$ cat config.mk
export PLATFORM = sky130hd
export DESIGN_NAME = tts_divider
export DESIGN_NICKNAME = d
export VERILOG_FILES = /design/src/rtl/core/tts_pkg.sv /design/src/rtl/core/tts_divider.sv
export SDC_FILE = /design/constraint.sdc
export NUM_CORES = 1
export LEC_CHECK = 0
export BUFFER_PORTS_ARGS = -buffer_cell sky130_fd_sc_hd__buf_2
export CAP_MARGIN = 20
export CORE_ASPECT_RATIO = 0.75
export CORE_MARGIN = 1.5
export CORE_UTILIZATION = 29
export DETAILED_ROUTE_END_ITERATION = 10
export GPL_ROUTABILITY_DRIVEN = 1
export REMOVE_ABC_BUFFERS = 1
export SYNTH_ARGS = -nofsm -noshare
export SYNTH_HDL_FRONTEND = slang
export SYNTH_SLANG_ARGS = --single-unit
$ cat constraint.sdc
create_clock -name clock -period 3.8 [get_ports clock]
set_input_delay 0.57 -clock clock [delete_from_list [all_inputs] [get_ports clock]]
set_output_delay 0.57 -clock clock [all_outputs]
set_load 0.01 [all_outputs]
$ cat src/rtl/core/tts_pkg.sv
package tts_pkg;

   localparam int DATA_W = 32;
   localparam int ROW_W = 6;
   localparam int STATUS_W = 2;
   localparam int TOL_W = 31;

   localparam logic [STATUS_W-1:0] STATUS_OK = 2'd0;
   localparam logic [STATUS_W-1:0] STATUS_PIVOT = 2'd1;
   localparam logic [STATUS_W-1:0] STATUS_ROWS = 2'd2;

   localparam logic [TOL_W-1:0] TOL_RESET = 31'd66;

   // Sequencer states of the solver.
   typedef enum logic [3:0] {
      ST_IDLE,
      ST_RD,
      ST_MDIV,
      ST_MUL1,
      ST_FWD,
      ST_CHECK,
      ST_BRD,
      ST_BMUL,
      ST_BDIV,
      ST_BOUT,
      ST_ERR
   } state_type;

   // Divider handshake.
   typedef struct packed {
      logic start;
      logic busy;
      logic done;
   } div_ctl_type;

   // Saturate a 66-bit signed value to 32 bits.
   function automatic logic signed [DATA_W-1:0] sat32(input logic signed [65:0] v);
      logic signed [65:0] hi;
      logic signed [65:0] lo;
      hi = 66'sd2147483647;
      lo = -66'sd2147483648;
      if (v > hi) begin
         sat32 = 32'sh7fffffff;
      end else if (v < lo) begin
         sat32 = 32'sh80000000;
      end else begin
         sat32 = v[DATA_W-1:0];
      end
   endfunction

endpackage

$ cat src/rtl/core/tts_divider.sv
// Restoring divider, one quotient bit per cycle, on magnitudes.
// Computes sat32((a << FRAC_BITS) / b), truncated toward zero.
module tts_divider
   import tts_pkg::*;
#(
   parameter int FRAC_BITS = 16
) (
   input  logic                     clock,
   input  logic                     reset,
   input  logic                     start,
   input  logic signed [DATA_W-1:0] num,
   input  logic signed [DATA_W-1:0] den,
   output div_ctl_type              ctl,
   output logic signed [DATA_W-1:0] quot
);
   localparam int NUM_W = DATA_W + FRAC_BITS;
   localparam int CNT_W = $clog2(NUM_W + 1);

   logic [NUM_W-1:0] dividend_ff, dividend_in;
   logic [NUM_W-1:0] q_ff, q_in;
   logic [DATA_W:0] rem_ff, rem_in;
   logic [DATA_W-1:0] dmag_ff, dmag_in;
   logic neg_ff, neg_in;
   logic busy_ff, busy_in;
   logic done_ff, done_in;
   logic [CNT_W-1:0] cnt_ff, cnt_in;
   logic [DATA_W:0] trial;
   logic [DATA_W:0] num_mag;
   logic [DATA_W:0] den_mag;
   logic signed [65:0] result_wide;

   assign num_mag = num[DATA_W-1] ? -{num[DATA_W-1], num} : {1'b0, num};
   assign den_mag = den[DATA_W-1] ? -{den[DATA_W-1], den} : {1'b0, den};
   assign trial = {rem_ff[DATA_W-1:0], dividend_ff[NUM_W-1]};

   // One shift-subtract step per cycle.
   always_comb begin
      dividend_in = dividend_ff;
      q_in = q_ff;
      rem_in = rem_ff;
      dmag_in = dmag_ff;
      neg_in = neg_ff;
      busy_in = busy_ff;
      done_in = 1'b0;
      cnt_in = cnt_ff;
      if (start) begin
         dividend_in = {num_mag[DATA_W-1:0], {FRAC_BITS{1'b0}}};
         if (num_mag[DATA_W]) begin
            dividend_in = {1'b1, {(NUM_W-1){1'b0}}};
         end
         dmag_in = den_mag[DATA_W-1:0];
         neg_in = num[DATA_W-1] ^ den[DATA_W-1];
         rem_in = '0;
         q_in = '0;
         cnt_in = CNT_W'(NUM_W);
         busy_in = 1'b1;
      end else if (busy_ff) begin
         dividend_in = dividend_ff << 1;
         if (trial >= {1'b0, dmag_ff}) begin
            rem_in = trial - {1'b0, dmag_ff};
            q_in = {q_ff[NUM_W-2:0], 1'b1};
         end else begin
            rem_in = trial;
            q_in = {q_ff[NUM_W-2:0], 1'b0};
         end
         cnt_in = cnt_ff - 1'b1;
         if (cnt_ff == CNT_W'(1)) begin
            busy_in = 1'b0;
            done_in = 1'b1;
         end
      end
   end

   // Datapath registers; only the handshake flags are reset. A divisor
   // magnitude of up to 2^31 fits the 32-bit unsigned divisor register.
   always_ff @(posedge clock) begin
      dividend_ff <= dividend_in;
      q_ff <= q_in;
      rem_ff <= rem_in;
      dmag_ff <= dmag_in;
      neg_ff <= neg_in;
      cnt_ff <= cnt_in;
      if (reset) begin
         busy_ff <= 1'b0;
         done_ff <= 1'b0;
      end else begin
         busy_ff <= busy_in;
         done_ff <= done_in;
      end
   end

   assign result_wide = neg_ff ? -$signed(66'(q_ff)) : $signed(66'(q_ff));
   assign quot = sat32(result_wide);
   assign ctl.start = start;
   assign ctl.busy = busy_ff;
   assign ctl.done = done_ff;
endmodule

# Yosys cells after proc, flatten, opt, wreduce, memory -nomap -nowiden
# Cells that the tools add are included.
[totals] ff_bits=169 out_inout_bits=35 input_bits=67 wordCells=36
[op_classes] n_mux=14 n_reduce_logical=2 n_eq_ne=1 magnitude_cmp=3 bitwise_logic=2 addsub=5
[op_table] op="$mux 48" count=3
[op_table] op="$mux 32" count=3
[op_table] op="$gt 66x32->1 const B" count=1
[op_table] op="$lt 66x32->1 const B" count=1
[op_table] op="$mux 66" count=1
[op_table] op="$neg 48->66" count=1
[op_table] op="$ge 33x32->1" count=1
[op_table] op="$mux 33" count=1
[op_table] op="$neg 33->33" count=1
[op_table] op="$neg 32->32" count=1
[op_table] op="$sub 32x32->32" count=1
[op_table] op="$mux 31" count=1
[op_table] op="$eq 6x1->1 const B" count=1
[op_table] op="$sub 6x1->6 const B" count=1
[op_table] op="$mux 1" count=5
[op_table] op="$reduce_or 3->1" count=1
[op_table] op="$reduce_bool 2->1" count=1
[op_table] op="$not 1->1" count=1
[op_table] op="$xor 1x1->1" count=1

# Depth between registers and ports, before layout
# Gate-level depths: netlist of run 1.
[logic_depth] word_depth=5 ltp_mapped=14 ltp_nobuf=12

# Worst setup path before layout of run 1
# OpenSTA, ideal clock, no wires.
[synth_path] kind="reg2out" start="register q_ff[12]" end="output port quot[0]" arrival_time_ps=3410 slack_ps=-180 t_required_ps=3230 n_path_buf=2 path_stages_with_launch=12 path_cell_list="dfxtp_1 -> or4_4 -> or4b_1 -> buf_2 -> o41ai_1 -> xor2_1 -> a2111oi_0 -> nand4b_1 -> a2111oi_0 -> nor2_1 -> buf_2 -> o21ai_1"
[synth_via] elab_chain_cells=5 elab_cells_between_ends=6 cone_classes="add/sub: 1; order compare: 2; mux: 3"
[synth_rtl] element="start, declared" line_no="tts_divider.sv:20" source="logic [NUM_W-1:0] q_ff, q_in;"
[synth_rtl] element="start signal, assigned" line_no="tts_divider.sv:78" source="q_ff <= q_in;"
[synth_rtl] element="$neg 48->66" line_no="tts_divider.sv:92" source="assign result_wide = neg_ff ? -$signed(66'(q_ff)) : $signed(66'(q_ff));"
[synth_rtl] element="$mux 66 (*)" line_no="tts_divider.sv:92"
[synth_rtl] element="$lt 66x32->1" line_no="tts_pkg.sv:44" source="end else if (v < lo) begin"
[synth_rtl] element="$mux 32" line_no="tts_pkg.sv:44"
[synth_rtl] element="$mux 32 (*)" line_no="tts_pkg.sv:42" source="if (v > hi) begin"
[synth_rtl] element="end, declared" line_no="tts_divider.sv:14" source="output logic signed [DATA_W-1:0] quot"
# Every way passes the cells marked *; elsewhere a longest branch is shown, timed or not.

# Worst setup path in the final report of run 1
[layout_path] start="register q_ff[15]" end="output port quot[26]"
# Same word-level chain as after synthesis.

==> impl_metrics.tcl, run 1 <==
set metrics [dict create \
    fillers 3661 \
    first_global_vias 8798 \
    synth-seq-area-share 0.3499 \
    fmax_mhz 220.5 \
    vias_per_cell 5.057 \
    hp-class "in -> reg" \
    power_density_nw_per_um2 394.6 \
    port_buffers 101 \
    async_reset_ff_frac 0 \
    grt_setup_unrepaired "true" \
    place_area_um2 12240 \
    synth_cell_types 79 \
    start_util 0.2951 \
    cts_buffers 17 \
    dieArea_um2 37760 \
    syn-cell-area_um2 10610 \
    yosys_warnings 0 \
    dr.pass1.iters 5 \
    min_period_ps 4536 \
    core_area_um2 35960 \
    clkLatencyLatePin_ps 450 \
    hpwl_mm 20.08 \
    cp-endpoint "quot[26]" \
    cp.arrival_ps 3970 \
    multi_input_area_um2 6440 \
    setup_slack_ps -735.5 \
    antenna_found_initial 3 \
    grt_pass1_wl_mm 45.73 \
    cp-startpoint "q_ff[15]$_SDFFE_PP0P_" \
    crit-reg2reg-capture "rem_ff[22]$_SDFFE_PP0P_" \
    dp.cells 1815 \
    hp-start "reset" \
    violations "setup timing" \
    reg2regPathDepth 14 \
    r2r_start "dmag_ff[11]$_DFFE_PP_" \
    worst_pin_slew_ps 805.6 \
    clkSinkCount 153 \
    cts-root-buf "clkbuf_16" \
    area_growth_pct 23.12 \
    drc 0 \
    grt_usage 0.1501 \
    finalHoldViolations 0 \
    finalCritPeriodShare 1.194 \
    ys_ff_latch 153 \
    syn_avg_cell_area_um2 8.706 \
    diodes 0 \
    drt_iter0_drc 647 \
    fin_area_um2 13070 \
    cts_tree "built" \
    pre_cts_ws_ps -618.4 \
    grt-ovfl-total 0 \
    criticalPathCategory "reg -> out" \
    routed-via-count 9381 \
    setup.worst_path.end_class "primary output" \
    cp.required_ps 3230 \
    cap_violations 0 \
    layout-drive-gt1-share 0.2281 \
    synth-edff-count 65 \
    ctsHoldBuffers 0 \
    io_pins 102 \
    clock_skew_ps 9.135 \
    stdcell_count 1855 \
    cts_buffer_depth 2 \
    rows 60 \
    finalWirelength_mm 27.81 \
    die_y_um 168.7 \
    maxSlewHeadroom 0.4580 \
    status "complete, but fails checks" \
    syn_inst 1219 \
    h-tree-depth 4 \
    ir_worst_vdd_uv 271.9 \
    critPathMaxFanout 10 \
    synth_top_flop_cell "dfxtp_1" \
    setup_viol 32 \
    leakagePower_nw 5.363 \
    die_x_um 223.9 \
    wire_per_inst_um 14.99 \
    r2r_slack_ps 330 \
    setup_tns_ps -22280 \
    regArea_um2 3720 \
    grt_max_degree 91 \
    timing.hold.ws_ps 295.7 \
    slew_viol_final 0 \
    worst_setup_path_start_kind "flip-flop" \
    nNetsFinal 1482 \
    ant_nets 0 \
    place_congestion 0.8786 \
    clk_pin_slew_ps 70 \
    fin_util 0.3634 \
    p_total_mw 5.156 \
]
## cells in the final DEF (no fill, tap or decap), drive strengths merged, types with 5 or more instances in the layout
cell / n
buf: 220
nor2: 150
dfxtp: 88
a21oi: 78
o21ai: 78
mux2i: 71
xor2: 69
nand2: 67
edfxtp: 65
inv: 60
xnor2: 59
ha: 37
a211oi: 29
o31ai: 27
nor3: 25
clkbuf: 22
or4: 21
o41ai: 18
nor4: 15
nand2b: 15
a21o: 15
nand3: 15
or3: 15
nand4: 13
nor2b: 9
and3: 9
a31oi: 9
or2: 8
o211ai: 7
o22ai: 5
## timing repair
item	in CTS	in global routing
buffers inserted	6	0
cloned	3	0
gates resized for setup	26	9
endpoints found under the setup margin	32	33
hold endpoints to repair	0	0
pin swaps	9	18
## metal layers
layer / global-route usage / wire [um] / vias to the layer above
li1: - / - / 4752
met1: 0.2122 / 14250 / 4411
met2: 0.2267 / 11760 / 187
met3: 0.04044 / 1501 / 27
met4: 0.03378 / 273 / 4
met5: 0 / 27 / -
## worst min-delay path by stage
stage / to / slack, ps / cells past startpoint
final: busy_ff$_SDFF_PP0_ / 300 / 2
after global routing: busy_ff$_SDFF_PP0_ / 280 / 2
after CTS: busy_ff$_SDFF_PP0_ / 270 / 2
after detailed placement: cnt_ff[5]$_SDFFE_PP1P_ / 480 / 2
after global placement: rem_ff[31]$_SDFFE_PP0P_ / 480 / 2
after floorplan: rem_ff[31]$_SDFFE_PP0P_ / 460 / 2
## logic make-up after synthesis
kind of cell	Yosys count	share of synthesized area
and+or+nand+nor	388	0.1839
muxes	71	0.06697
AOI/OAI and AO/OA	303	0.1944
DFF	153	0.3499
adders and majority gates	38	0.04551
buffers and inverters	138	0.05293
xor gates and xnor gates	128	0.1063
## sequential cells by signal, summed over array words and instances, names as in the netlist
signal / flops
busy_ff: 1
done_ff: 1
dividend_ff: 32
neg_ff: 1
dmag_ff: 32
rem_ff: 32
q_ff: 48
cnt_ff: 6
## cell usage after synthesis (4+ instances only)
master	n	area [um^2]
or2_2	7	43.79
or3_1	15	93.84
xnor2_1	59	516.8
nor4_1	15	93.84
nand2_1	66	247.7
a211oi_1	29	217.7
clkbuf_1	64	240.2
nor2b_1	9	56.30
ha_1	37	462.9
or4_1	20	150.1
a21o_1	15	112.6
o22ai_1	5	31.28
nand4_1	13	81.33
nand3_1	14	70.07
nand4b_1	4	35.03
o21a_1	4	30.03
dfxtp_1	88	1762
o31ai_1	27	202.7
xor2_1	68	595.6
mux2i_1	71	710.7
o211ai_1	6	45.04
a2111oi_0	4	35.03
o21ai_1	4	20.02
nor3_1	23	115.1
a21oi_1	78	390.4
o21ai_2	29	254.0
buf_4	4	30.03
o21ai_0	45	225.2
edfxtp_1	65	1952
nor2_1	149	559.3
and3_1	9	56.30
nand2b_1	15	93.84
buf_2	4	20.02
a31oi_1	9	56.30
nand3b_1	4	30.03
buf_1	6	22.52
inv_1	55	206.5
o41ai_1	17	148.9
## worst max-delay path, cell delays in order (launching register included)
cell,delay [ps]
dfxtp_2,320
or4_4,540
or4b_4,580
nor3_4,200
or4b_4,500
buf_6,140
nand2_4,60
xor2_2,130
o211ai_2,110
o41ai_4,340
buf_6,210
buf_12,150
o21ai_2,60
buf_2,160
## cell type report
class                           instances  area share
Tap cell                              465     0.04453
Multi-Input combinational cell        929      0.4929
Sequential cell                       153      0.2847
Clock inverter                         10    0.005554
Timing Repair Buffer                  220      0.1174
Clock buffer                           22     0.03888
Inverter                               56     0.01609
## where the power goes
| part | switching [mW] | internal, mW |
|---|---|---|
| Combinational | 0.842 | 0.696 |
| Clock | 0.748 | 0.959 |
| Sequential | 0.0648 | 1.85 |
| Total | 1.65 | 3.50 |
Power figures use the tool's default switching activity.
==> run 2: changes to the inputs <==
==> constraint.sdc (replaced) <==
create_clock -name clock -period 3.8 [get_ports clock]
set_input_delay 0.19 -clock clock [delete_from_list [all_inputs] [get_ports clock]]
set_output_delay 0.19 -clock clock [all_outputs]
set_load 0.01 [all_outputs]
==> impl_metrics.tcl, run 2 (same netlist as run 1, synthesis figures left out) <==
set metrics [dict create \
    finalWirelength_mm 28.08 \
    setup.worst_path.end_class "primary output" \
    max_stage_delay_ps 550 \
    drc 0 \
    setup_viol 31 \
    regMostFlops "q_ff" \
    core_area_um2 35960 \
    cts_buffer_depth 2 \
    die_y_um 168.7 \
    power_density_nw_per_um2 405.4 \
    start_util 0.2951 \
    cp.required_ps 3610 \
    area_growth_pct 21.07 \
    p_total_mw 5.209 \
    first_global_vias 8623 \
    critPathMaxFanout 5 \
    layout-drive-gt1-share 0.2064 \
    nNetsFinal 1444 \
    maxSlewHeadroom 0.4471 \
    critical_path.top_delay_family "simple AND/OR/NAND/NOR gates" \
    min_period_ps 4192 \
    fmax_mhz 238.5 \
    finalHoldViolations 0 \
    cts_buffers 17 \
    crit_top_cell "buf_6" \
    dp.cells 1767 \
    place_area_um2 11860 \
    setup_slack_ps -392.4 \
    io_pins 102 \
    grt_setup_unrepaired "true" \
    largest_reg_flops 48 \
    pre_cts_ws_ps -437.2 \
    routed-via-count 9287 \
    clkSinkCount 153 \
    place_congestion 0.8783 \
    cts-root-buf "clkbuf_16" \
    clkLatencyLatePin_ps 440 \
    die_x_um 223.9 \
    multi_input_area_um2 6528 \
    h-tree-depth 4 \
    slew_viol_final 0 \
    mostFrequentLayoutCells "nor2_1 (148), buf_2 (99), dfxtp_1 (85)" \
    ir_worst_vdd_uv 231.6 \
    dieArea_um2 37760 \
    vias_per_cell 5.103 \
    cts_tree "built" \
    r2r_slack_ps 460 \
    grt-ovfl-total 0 \
    grt_pass1_wl_mm 45.25 \
    hpwl_mm 19.58 \
    stdcell_count 1820 \
    fillers 3617 \
    violations "setup timing" \
    critPathBufInv 5 \
    rows 60 \
    ant_nets 0 \
    criticalPathCategory "reg -> out" \
    dr.pass1.iters 5 \
    cap_violations 0 \
    worst_pin_slew_ps 829.3 \
    hp-class "in -> reg" \
    regArea_um2 3720 \
    fin_area_um2 12850 \
    grt_usage 0.1489 \
    port_buffers 101 \
    grt_max_degree 80 \
    final_common_cell "nor2_1" \
    antenna_found_initial 5 \
    drt_iter0_drc 725 \
    clock_skew_ps 11.96 \
    clk_pin_slew_ps 70 \
    finalCritPeriodShare 1.103 \
    leakagePower_nw 5.163 \
    wire_per_inst_um 15.43 \
    worstPathCellList "or4_4 > or4b_4 > buf_6 > nor3_2 > buf_4 > buf_6 > a22oi_2 > a2111oi_4 > nand4b_1 > a2111oi_4 > buf_6 > a21bo_4 > nand3_2 > buf_6" \
    cp.arrival_ps 4000 \
    crit_slowest_cell "or4b_4" \
    fin_util 0.3573 \
    status "complete, but fails checks" \
    worst_setup_path_start_kind "flip-flop" \
]
==> run 2: cell count changes in the layout (fill, tap and decap cells not counted), moves of 3 or more <==
cell	previous run	this run
buf_12	7	3
inv_6	5	2
buf_6	4	10
diode_2	0	3
buf_4	108	64
==> run 2: path summary, 6_finish.rpt <==
check | from | to | cells after the start
hold reg to reg | rem_ff[18]$_SDFFE_PP0P_ | rem_ff[18]$_SDFFE_PP0P_ | 2
hold / removal | den[15] | dmag_ff[15]$_DFFE_PP_ | 2
setup reg to reg | dmag_ff[11]$_DFFE_PP_ | rem_ff[4]$_SDFFE_PP0P_ | 14
setup / recovery | q_ff[15]$_SDFFE_PP0P_ | quot[23] | 14
==> run 2: cell type report <==
cell class / count / share of cell area
sequential: 153 / 0.2895
clock buffer: 24 / 0.04002
inverter: 56 / 0.01636
antenna: 3 / 0.0005843
timing repair buffer: 180 / 0.09407
multi-input combinational: 931 / 0.5080
clock inverter: 8 / 0.006135
tap: 465 / 0.04528
==> run 2: per-layer routing <==
layer / up-vias / wire (um) / GRT usage
met3: 29 / 1682 / 0.04253
met4: 4 / 305 / 0.03966
met5: - / 27 / 0
met2: 214 / 11960 / 0.2233
met1: 4368 / 14100 / 0.2080
li1: 4672 / - / -
==> run 2: metrics by stage <==
stage	hold WS [ps]	TNS, ps
after floorplan	259.1	-47380
after global placement	354.4	-6254
after detailed placement	358.2	-12750
after CTS	34.97	-10710
after global routing	52.44	-15630
final	52.97	-11370
==> run 2: worst register-to-register path: stages (launching register included) <==
cell and delay, ps:
edfxtp_1 320, inv_1 40, ha_1 330, o21ai_0 280
a21oi_1 140, a221oi_1 330, buf_4 190, nor2_1 40
a2111oi_0 340, buf_4 190, nor2_1 70, a31o_4 350
buf_12 200, mux2i_1 130, a211oi_1 280
==> run 2: what timing repair did <==
action                                 4_1_cts  5_1_grt
endpoints found under the hold margin        3        0
resized for setup                           32       18
buffers inserted                             4        6
cloned                                       5        1
setup endpoints to repair                   31       33
hold buffers                                 2        0
pin swaps                                   15       23
==> run 2: report_power, final <==
group / internal, mW / switching [mW]
clock: 1.02 / 0.733
combinational: 0.690 / 0.855
sequential: 1.85 / 0.0647
